[src/hdl/dqs_pkg.sv]
// Shared types and constants for the double-ended queue with search.
// Used by every module of the block; depends on nothing else.
package dqs_pkg;

  localparam int DEPTH      = 256;
  localparam int ELEM_WIDTH = 32;
  localparam int MAX_BURST  = 16;

  // Cell index width, element count width and a width for burst limits.
  localparam int AW = (DEPTH > 2) ? $clog2(DEPTH) : 1;
  localparam int CW = $clog2(DEPTH + 1);
  localparam int LW = (CW > 8) ? CW : 8;

  typedef logic [ELEM_WIDTH-1:0] elem_t;

  typedef enum logic [2:0] {
    OP_PUSH    = 3'd0,
    OP_POP     = 3'd1,
    OP_SHIFT   = 3'd2,
    OP_UNSHIFT = 3'd3,
    OP_READ    = 3'd4,
    OP_SEARCH  = 3'd5,
    OP_CLEAR   = 3'd6
  } op_t;

  typedef enum logic [1:0] {
    CMD_HOLD,
    CMD_NEXT,
    CMD_PREV,
    CMD_LOAD
  } cell_cmd_t;

  typedef enum logic [1:0] {
    S_IDLE,
    S_SHIFT,
    S_SWEEP
  } state_t;

  // Control from the sequencer to the row of cells.
  typedef struct packed {
    logic          rot_l;
    logic          rot_r;
    logic          wr;
    logic [CW-1:0] wr_pos;
    elem_t         wdata;
  } chain_ctrl_t;

endpackage

[src/hdl/dqs_ctrl.sv]
// Sequencer: decodes each input word, drives the cell ring and the output register.
// Uses dqs_pkg; reads only the head cell of the ring.
module dqs_ctrl (
  input  logic                  clk,
  input  logic                  rst,
  input  logic                  in_valid,
  output logic                  in_ready,
  input  logic [2:0]            op,
  input  logic [31:0]           value,
  input  logic [7:0]            index,
  input  logic [4:0]            count,
  input  dqs_pkg::elem_t        head,
  output dqs_pkg::chain_ctrl_t  ctrl,
  output logic                  out_valid,
  input  logic                  out_ready,
  output logic [31:0]           value_out,
  output logic signed [8:0]     position,
  output logic                  ok,
  output logic                  last,
  output logic [8:0]            fill
);
  import dqs_pkg::*;

  state_t          state, state_next;
  logic [CW-1:0]   elems, elems_next;
  logic [CW-1:0]   remaining, remaining_next;
  logic [AW-1:0]   step, step_next;
  logic [CW-1:0]   win_lo, win_lo_next;
  logic [CW-1:0]   win_hi, win_hi_next;
  logic            is_search, is_search_next;
  elem_t           key, key_next;
  logic            found, found_next;
  logic [AW-1:0]   found_pos, found_pos_next;

  logic            out_valid_next;
  logic [31:0]     value_out_next;
  logic signed [8:0] position_next;
  logic            ok_next, last_next;
  logic [8:0]      fill_next;

  logic            out_free, accept;
  op_t             op_code;
  logic [LW-1:0]   elems_w, index_w, count_w, avail_rd;
  logic [CW-1:0]   n_take, n_rd;
  logic            in_win, hit, final_step, emit, adv;

  function automatic logic [LW-1:0] min_lw(input logic [LW-1:0] a, input logic [LW-1:0] b);
    min_lw = (a < b) ? a : b;
  endfunction

  assign out_free = !out_valid || out_ready;
  assign in_ready = (state == S_IDLE) && out_free;
  assign accept   = in_valid && in_ready;
  assign op_code  = op_t'(op);

  // Burst sizes, cut to what is held and to the burst limit.
  assign elems_w  = LW'(elems);
  assign index_w  = LW'(index);
  assign count_w  = LW'(count);
  assign avail_rd = (index_w < elems_w) ? (elems_w - index_w) : '0;
  assign n_take   = CW'(min_lw(min_lw(count_w, elems_w), LW'(MAX_BURST)));
  assign n_rd     = CW'(min_lw(min_lw(count_w, avail_rd), LW'(MAX_BURST)));

  // During a sweep the head cell holds list position step.
  assign in_win     = !is_search && (CW'(step) >= win_lo) && (CW'(step) < win_hi);
  assign hit        = is_search && (CW'(step) < elems) && (head == key);
  assign final_step = (step == AW'(DEPTH - 1));
  assign emit       = in_win || (is_search && final_step);
  assign adv        = !emit || out_free;

  always_comb begin
    state_next = state;
    unique case (state)
      S_IDLE: begin
        if (accept) begin
          if ((op_code == OP_SHIFT) && (n_take != '0)) begin
            state_next = S_SHIFT;
          end else if (((op_code == OP_POP) && (n_take != '0)) ||
                       ((op_code == OP_READ) && (n_rd != '0)) ||
                       (op_code == OP_SEARCH)) begin
            state_next = S_SWEEP;
          end
        end
      end
      S_SHIFT: begin
        if (out_free && (remaining == CW'(1))) begin
          state_next = S_IDLE;
        end
      end
      S_SWEEP: begin
        if (adv && final_step) begin
          state_next = S_IDLE;
        end
      end
      default: state_next = S_IDLE;
    endcase
  end

  always_comb begin
    elems_next     = elems;
    remaining_next = remaining;
    step_next      = step;
    win_lo_next    = win_lo;
    win_hi_next    = win_hi;
    is_search_next = is_search;
    key_next       = key;
    found_next     = found;
    found_pos_next = found_pos;

    out_valid_next = out_valid && !out_ready;
    value_out_next = value_out;
    position_next  = position;
    ok_next        = ok;
    last_next      = last;
    fill_next      = fill;

    ctrl.rot_l  = 1'b0;
    ctrl.rot_r  = 1'b0;
    ctrl.wr     = 1'b0;
    ctrl.wr_pos = elems;
    ctrl.wdata  = ELEM_WIDTH'(value);

    unique case (state)
      S_IDLE: begin
        if (accept) begin
          // Default: one result that carries no element.
          out_valid_next = 1'b1;
          value_out_next = '0;
          position_next  = '0;
          ok_next        = 1'b0;
          last_next      = 1'b1;
          fill_next      = 9'(elems);
          step_next      = '0;
          found_next     = 1'b0;
          key_next       = ELEM_WIDTH'(value);
          case (op_code)
            OP_PUSH: begin
              if (elems != CW'(DEPTH)) begin
                ctrl.wr    = 1'b1;
                elems_next = elems + CW'(1);
                ok_next    = 1'b1;
                fill_next  = 9'(elems + CW'(1));
              end
            end
            OP_UNSHIFT: begin
              if (elems != CW'(DEPTH)) begin
                ctrl.rot_r = 1'b1;
                elems_next = elems + CW'(1);
                ok_next    = 1'b1;
                fill_next  = 9'(elems + CW'(1));
              end
            end
            OP_CLEAR: begin
              elems_next = '0;
              fill_next  = '0;
            end
            OP_SHIFT: begin
              if (n_take != '0) begin
                out_valid_next = 1'b0;
                remaining_next = n_take;
                elems_next     = elems - n_take;
              end
            end
            OP_POP: begin
              if (n_take != '0) begin
                out_valid_next = 1'b0;
                is_search_next = 1'b0;
                win_lo_next    = elems - n_take;
                win_hi_next    = elems;
                elems_next     = elems - n_take;
              end
            end
            OP_READ: begin
              if (n_rd != '0) begin
                out_valid_next = 1'b0;
                is_search_next = 1'b0;
                win_lo_next    = CW'(index);
                win_hi_next    = CW'(index) + n_rd;
              end
            end
            OP_SEARCH: begin
              out_valid_next = 1'b0;
              is_search_next = 1'b1;
            end
            default: begin
            end
          endcase
        end
      end
      S_SHIFT: begin
        if (out_free) begin
          ctrl.rot_l     = 1'b1;
          remaining_next = remaining - CW'(1);
          out_valid_next = 1'b1;
          value_out_next = 32'(head);
          position_next  = '0;
          ok_next        = 1'b1;
          last_next      = (remaining == CW'(1));
          fill_next      = 9'(elems);
        end
      end
      S_SWEEP: begin
        if (adv) begin
          ctrl.rot_l = 1'b1;
          step_next  = final_step ? '0 : step + AW'(1);
          if (hit && !found) begin
            found_next     = 1'b1;
            found_pos_next = step;
          end
          if (emit) begin
            out_valid_next = 1'b1;
            fill_next      = 9'(elems);
            if (is_search) begin
              value_out_next = '0;
              ok_next        = found || hit;
              last_next      = 1'b1;
              if (found) begin
                position_next = 9'(found_pos);
              end else if (hit) begin
                position_next = 9'(step);
              end else begin
                position_next = -9'sd1;
              end
            end else begin
              value_out_next = 32'(head);
              position_next  = '0;
              ok_next        = 1'b1;
              last_next      = (CW'(step) == win_hi - CW'(1));
            end
          end
        end
      end
      default: begin
      end
    endcase
  end

  always_ff @(posedge clk) begin
    if (rst) begin
      state     <= S_IDLE;
      elems     <= '0;
      out_valid <= 1'b0;
      found     <= 1'b0;
      step      <= '0;
    end else begin
      state     <= state_next;
      elems     <= elems_next;
      out_valid <= out_valid_next;
      found     <= found_next;
      step      <= step_next;
    end
    remaining <= remaining_next;
    win_lo    <= win_lo_next;
    win_hi    <= win_hi_next;
    is_search <= is_search_next;
    key       <= key_next;
    found_pos <= found_pos_next;
    value_out <= value_out_next;
    position  <= position_next;
    ok        <= ok_next;
    last      <= last_next;
    fill      <= fill_next;
  end

endmodule

[config.mk]
export PLATFORM = sky130hd
export DESIGN_NAME = dqs_ctrl
export DESIGN_NICKNAME = d
export VERILOG_FILES = /design/src/hdl/dqs_pkg.sv /design/src/hdl/dqs_ctrl.sv
export SDC_FILE = /design/constraint.sdc
export NUM_CORES = 1
export LEC_CHECK = 0
export BUFFER_PORTS_ARGS = -buffer_cell sky130_fd_sc_hd__buf_2
export CAP_MARGIN = 20
export CORE_MARGIN = 5
export CORE_UTILIZATION = 35
export CTS_CLUSTER_SIZE = 20
export DETAILED_ROUTE_END_ITERATION = 8
export GPL_TIMING_DRIVEN = 0
export PLACE_DENSITY = 0.56
export SETUP_SLACK_MARGIN = 0.5
export SLEW_MARGIN = 20
export SYNTH_ARGS = -nofsm -noshare
export SYNTH_HDL_FRONTEND = slang
export SYNTH_SLANG_ARGS = --single-unit
export TNS_END_PERCENT = 50
[constraint.sdc]
create_clock -name clk -period 10.73 [get_ports clk]
set_clock_uncertainty 0.2 [all_clocks]
set_input_delay 2.6825 -clock clk [delete_from_list [all_inputs] [get_ports clk]]
set_output_delay 2.6825 -clock clk [all_outputs]
set_load 0.1 [all_outputs]
==> results of run 1 <==
## area by class of cell
class / count / area, um^2 / area share, %
Sequential cell: 141 / 4020 / 36.4
Buffer: 60 / 354 / 3.21
Clock buffer: 17 / 425 / 3.85
Tap cell: 330 / 413 / 3.74
Multi-Input combinational cell: 648 / 4470 / 40.5
Timing Repair Buffer: 187 / 965 / 8.73
Clock inverter: 15 / 196 / 1.78
Inverter: 53 / 199 / 1.80
## worst max path at each step
| stage | startpoint | end | slack [ns] | depth (start not counted) |
|---|---|---|---|---|
| 5_1_grt | index[0] | win_hi[7]$_DFFE_PP_ | 2.78 | 25 |
| 3_3_place_gp | out_ready | fill[7]$_DFFE_PP_ | 0.96 | 6 |
| 4_1_cts | index[6] | win_hi[8]$_DFFE_PP_ | 3.24 | 26 |
| 2_1_floorplan | out_ready | ctrl[41] | 0.46 | 4 |
| 3_5_place_dp | index[6] | win_hi[8]$_DFFE_PP_ | 2.79 | 26 |
| 6_report | index[5] | win_hi[8]$_DFFE_PP_ | 3.20 | 26 |
## flip-flops by register name (all words and copies together), names as in the netlist, 2 cells and up
register,flops
state,2
elems,9
fill,9
value_out,32
position,9
win_lo,9
step,8
win_hi,9
found_pos,8
remaining,9
key,32
## per-stage QoR
step                area, um^2  cells  util, %  total power [W]  hold WS, ns
floorplan                 9030    902        -          0.00146        0.289
detailed placement       10400   1419     41.3          0.00165        0.364
global route             11000   1451     43.7          0.00234        0.407
global placement         10300   1412     41.0          0.00164        0.359
finish                   11000   1451     43.7          0.00225        0.375
CTS                      11000   1451     43.7          0.00226        0.376
## critical path, delay by kind of cell
kind	cells	cell delay, ns
simple gates	9	1.71
compound gates	11	1.58
fa+ha+maj	4	1.31
buf+inv	2	0.18
## metal layers
layer  global-route usage [%]  vias up  part of all wire, %
met5                        0        -                    0
met4                     4.03        0                  1.3
met3                     3.32       23                  5.1
met2                     28.7      198                   49
met1                     22.7     3432                   45
li1                         -     3658                    -
## report_power, final
part	internal, W	switching, W
sequential	0.000697	0.0000299
combinational	0.000189	0.000715
clock	0.000356	0.000264
total	0.00124	0.00101
## placed cells by master (no fill, tap or decap), drive strengths merged, types with 42 or more instances in the layout
| cell | netlist | final |
|---|---|---|
| nand2 | 63 | 63 |
| buf | 35 | 222 |
| o21ai | 53 | 53 |
| ha | 66 | 66 |
| nor2 | 61 | 61 |
| a21oi | 45 | 45 |
| inv | 53 | 62 |
| xnor2 | 49 | 49 |
| clkbuf | 25 | 42 |
| edfxtp | 120 | 120 |
## kinds of logic after synthesis
family                   count (synthesis)  synth area share (%)
multiplexers                             7                 0.902
AND/OR/NAND/NOR                        308                  17.5
XOR/XNOR                                68                  6.61
flip-flops                             141                  44.6
AO/OA/AOI/OAI                          190                  14.3
other                                    2                0.0833
adder cells (fa/ha/maj)                 69                  9.83
buffers and inverters                  113                  6.14
==> flow_metrics.tcl, run 1 <==
set metrics [dict create \
    outcome "finished, final reports clean" \
    grt_pass1_wl_mm 38.4 \
    insertedDiodeCount 0 \
    firstDrtPassIters 5 \
    die_width_um 170 \
    number_of_violations_reported_at_the_end_of_detailed_routing_iteration_0 534 \
    yosys.area.top_type_share_pct 40.0 \
    hold_path.startpoint "state[1]$_SDFFE_PP0P_" \
    worst-endpoint-required_ns 10.69 \
    wirelength_mm 24.9 \
    synth_top_cell_by_area "edfxtp_1" \
    synth_commonest_cells "edfxtp_1, ha_1, nand2_1, nor2_1, inv_1" \
    wl_per_cell_um 17.1 \
    insertion_delay_of_the_later_clocked_pin_in_the_worst_skew_pair_ns 0.42 \
    io_pins 182 \
    cts.hold.buffers_added 0 \
    core_region_area_mm2 0.0253 \
    global_route.usage.total_pct 17.0 \
    yosys.cell_types.count 74 \
    drc_errors 0 \
    synth_async_sr_flop_share_pct 0 \
    ctsHtreeMaxLevel 4 \
    cts.root.buffer_cell "clkbuf_16" \
    floorplan.die_area_mm2 0.0291 \
    max-clock-path-buffers 2 \
    cts_tree "done" \
    gpl.final_weighted_congestion 0.886 \
    cp.arrival_ns 7.48 \
    vias_in_the_first_global_route 6932 \
    fillers 2480 \
    power.static_leakage_nw 4.57 \
    ys.warnings.count 0 \
    report.final.hold_viol_count 0 \
    timing.critical_path.slowest_stage_cell "or4_4" \
    final_max_slew_viol_count 0 \
    post_synth_instance_area_mm2 0.00901 \
    vias 7311 \
    clkSlewWorstSetupHoldPaths_ns 0.07 \
    antenna_found_initial 0 \
    worstSetupPathType "input port to flip-flop" \
    cts_repair_resizes 0 \
    fp.dieH_um 170 \
    mapped_avg_cell_area_um2 10.0 \
    synthMostInstantiatedCell "edfxtp_1" \
    count_of_state_elements_after_synthesis 141 \
    cts_post_setup_buffers_inserted 0 \
    slew-limit-headroom_pct 27.5 \
    period_minus_slack_ns 7.53 \
    finalCritPeriodShare_pct 70.1 \
    finalSetupViolCount 0 \
    layout.nets 1261 \
    critical_path_peak_fanout 7 \
    postSynth.topFlopCell "edfxtp_1" \
    dp_hpwl_mm 19.7 \
    numClockSinks 141 \
    hp-class "flip-flop to flip-flop" \
    synth-seq-area-share_pct 44.6 \
    rsz0062_at_grt "false" \
    grt_max_degree 35 \
    rows 58 \
    worst_setup_path_start_kind "input port" \
    initial_utilization_pct 35.7 \
    grt.overflow.total 0 \
    worst_r2r_startpoint "elems[0]$_SDFFE_PP0P_" \
    layout_cell_share_with_drive_strength_beyond_1_pct 25.1 \
    r2r_setup_slack_ns 4.76 \
    fin_setup_tns_ns 0 \
    power.density_mw_per_mm2 204 \
    crit_end_element "flip-flop" \
    worst-r2r-cell-count 26 \
    routed_via_density 5.04 \
    layout_setup_ws_ns 3.20 \
    critical_path.max_stage_delay_ns 0.56 \
    cts_made_buffers 17 \
    place_worst_setup_slack_ns 2.79 \
    fmax_ghz 0.133 \
    antenna_violating_nets_post_route 0 \
    max_ir_drop_vdd_mv 0.136 \
    worstReg2RegEnd "win_hi[8]$_DFFE_PP_" \
    cap_violations 0 \
    post_synth_main_area_contributors "edfxtp_1, ha_1, xnor2_1" \
    port_buffers 180 \
    timing_worst_slew_pin_value_ns 1.09 \
    hold_path_end "state[1]$_SDFFE_PP0P_" \
    netlist_instances 898 \
    synthToLayoutAreaGrowth_pct 22.5 \
    post_synth_edffs 120 \
    hold_depth 2 \
]
No activity file was read; power rests on OpenSTA's default activity.
==> run 2, diff against run 1 <==
ABC_AREA = 1   (was not set)
clock period = 7.45 ns   (was 10.73 ns; I/O delays follow)
==> run 2 against run 1 <==
Register-to-register slack got worse by 2.6 ns. Total power rose by 120%. Routed wire length fell by 2.4%. Largest power group unchanged.
==> flow_metrics.tcl, run 2 <==
set metrics [dict create \
    rsz0062_at_grt "false" \
    seq_power_share_pct 26.2 \
    postSynth.topFlopCell "edfxtp_1" \
    post_synth_instance_area_mm2 0.00910 \
    wl_per_cell_um 15.0 \
    cts.root.buffer_cell "clkbuf_16" \
    critical_path.max_stage_delay_ns 0.38 \
    synth_commonest_cells "nand2_1, inv_1, nor2_1, edfxtp_1, ha_1" \
    finalInstanceArea_mm2 0.0111 \
    crit_end_element "flip-flop" \
    timing.critical_path.slowest_stage_cell "ha_1" \
    synthToLayoutAreaGrowth_pct 22.3 \
    report.final.hold_viol_count 0 \
    synth_top_cell_by_area "edfxtp_1" \
    power.static_leakage_nw 5.25 \
    fillers 2643 \
    r2r_setup_slack_ns 2.18 \
    number_of_violations_reported_at_the_end_of_detailed_routing_iteration_0 361 \
    worst_r2r_startpoint "elems[0]$_SDFFE_PP0P_" \
    worst-r2r-cell-count 34 \
    outcome "finished, final reports clean" \
    period_minus_slack_ns 6.24 \
    insertion_delay_of_the_later_clocked_pin_in_the_worst_skew_pair_ns 0.43 \
    final_max_slew_viol_count 0 \
    dpl_cell_area_mm2 0.0105 \
    vias 7558 \
    most-common-layout-cells "nand2_1, buf_2, inv_1" \
    synth-seq-area-share_pct 44.2 \
    timing_worst_slew_pin_value_ns 0.976 \
    firstDrtPassIters 4 \
    synth_async_sr_flop_share_pct 0 \
    internal_power_w 0.00229 \
    layout.nets 1419 \
    synthMostInstantiatedCell "nand2_1" \
    pwr-share-comb_pct 56.5 \
    ys.warnings.count 0 \
    p_switching_w 0.00272 \
    die_width_um 171 \
    power_frac_clock_pct 17.3 \
    reg.largest.list "key x32, value_out x32" \
    leading_cell_type_in_the_layout_fill_and_taps_excluded "nand2_1" \
    hold_depth 2 \
    layout_cell_share_with_drive_strength_beyond_1_pct 23.1 \
    max_ir_drop_vdd_mv 0.318 \
    grt.overflow.total 0 \
    worst-endpoint-required_ns 7.38 \
    port_buffers 180 \
    wirelength_mm 24.3 \
    routed_via_density 4.68 \
    grt_pass1_wl_mm 37.3 \
    ctsHtreeMaxLevel 4 \
    numClockSinks 141 \
    finalSetupViolCount 0 \
    yosys.cell_types.count 47 \
    cts_repair_resizes 0 \
    slew-limit-headroom_pct 34.9 \
    antenna_violating_nets_post_route 0 \
    gpl.final_weighted_congestion 0.866 \
    clkSlewWorstSetupHoldPaths_ns 0.06 \
    max-clock-path-buffers 2 \
    power.density_mw_per_mm2 450 \
    post_synth_main_area_contributors "edfxtp_1, ha_1, nand2_1" \
    initial_utilization_pct 35.2 \
    grt_max_degree 36 \
    worstReg2RegEnd "win_hi[7]$_DFFE_PP_" \
    cp.arrival_ns 6.17 \
    fmax_ghz 0.160 \
    critical_path_peak_fanout 8 \
    drc_errors 0 \
    cts_tree "done" \
    path_common_cell "nor2_1" \
    mapped_avg_cell_area_um2 8.61 \
    hp-class "flip-flop to flip-flop" \
    swShare_pct 54.2 \
    worstSetupPathType "input port to flip-flop" \
    layout.core_utilization_pct 43.1 \
    worst_setup_path_start_kind "input port" \
    core_region_area_mm2 0.0258 \
    rows 59 \
    dp_hpwl_mm 19.5 \
    cap_violations 0 \
    fp.dieH_um 171 \
    cts_made_buffers 17 \
    count_of_state_elements_after_synthesis 141 \
    design_power_total_w 0.00501 \
    finalCritPeriodShare_pct 83.7 \
    cts.hold.buffers_added 0 \
    post_synth_edffs 120 \
    vias_in_the_first_global_route 7083 \
    hold_path_end "step[0]$_SDFFE_PP0P_" \
    io_pins 182 \
    netlist_instances 1057 \
    floorplan.die_area_mm2 0.0293 \
    hold_path.startpoint "step[0]$_SDFFE_PP0P_" \
    cts_post_setup_buffers_inserted 0 \
    global_route.usage.total_pct 16.2 \
    yosys.area.top_type_share_pct 39.6 \
    antenna_found_initial 2 \
]
-- run 2: changes by cell type after synthesis, moves of 10 or more --
cell / change
xor2_1: +22
clkbuf_1: -14
o31ai_1: -12
xnor2_1: -33
nor2b_1: -19
nor3_1: -18
nor2_1: +62
and2_1: -38
nand2_1: +119
nand2b_1: -10
inv_1: +105
nand3_1: +19
o22ai_1: +12
-- run 2: routing by layer --
metal  vias to the layer above  routed length, um  share of wire, %  GRT usage, %
li1                       3914                  -                 -             -
met1                      3444              10800                45          21.6
met2                       171              11600                48          26.6
met3                        29               1160               4.8          2.80
met4                         0                629               2.6          5.99
met5                         -                  0                 0             0
-- run 2: stage by stage --
stage	TNS [ns]	cells	setup slack (ns)	hold WS, ns
4_1_cts	0	1614	1.25	0.312
3_5_place_dp	0	1582	0.813	0.303
2_1_floorplan	-0.687	1061	-0.344	0.281
5_1_grt	0	1616	0.678	0.351
3_3_place_gp	0	1576	0.481	0.300
6_report	0	1616	1.21	0.327
-- run 2: worst max-delay path, delay by kind of cell --
family | cells | cell delay [ns]
and+or+nand+nor | 18 | 1.68
AOI/OAI and AO/OA | 6 | 0.93
buffers and inverters | 7 | 0.57
xor gates and xnor gates | 1 | 0.16
adders and majority gates | 3 | 0.99
-- run 2: power by group through the flow --
stage	combinational [W]	sequential, W	clock [W]
6_report	0.00283	0.00131	0.000865
5_1_grt	0.00305	0.00134	0.000912
4_1_cts	0.00284	0.00132	0.000879
3_5_place_dp	0.00284	0.00133	0
3_3_place_gp	0.00279	0.00134	0
2_1_floorplan	0.00112	0.00246	0
-- run 2: area by class of cell --
class | instances | area (um^2) | area share, %
Buffer | 45 | 297 | 2.66
Inverter | 170 | 641 | 5.76
Multi-Input combinational cell | 705 | 4180 | 37.5
Tap cell | 335 | 419 | 3.77
Timing Repair Buffer | 186 | 961 | 8.64
Antenna cell | 2 | 5.00 | 0.0450
Sequential cell | 141 | 4020 | 36.2
Clock buffer | 17 | 425 | 3.82
Clock inverter | 15 | 179 | 1.61
-- run 2: kinds of logic after synthesis --
family | after synthesis | share of synthesized area (%)
AND/OR/NAND/NOR | 425 | 20.9
buffers and inverters | 215 | 10.3
AO/OA/AOI/OAI | 148 | 9.25
flip-flops | 141 | 44.2
adder cells (fa/ha/maj) | 69 | 9.73
XOR/XNOR | 57 | 5.49
other | 2 | 0.0825
-- run 2: worst max-delay path by stage --
stage,start,end,cells after the start
global route,index[3],win_hi[7]$_DFFE_PP_,37
finish,index[2],win_hi[7]$_DFFE_PP_,35
floorplan,out_ready,ctrl[41],4
global placement,out_ready,position[6]$_SDFFCE_PN0P_,9
CTS,index[6],win_hi[7]$_DFFE_PP_,35
detailed placement,index[6],win_hi[7]$_DFFE_PP_,35
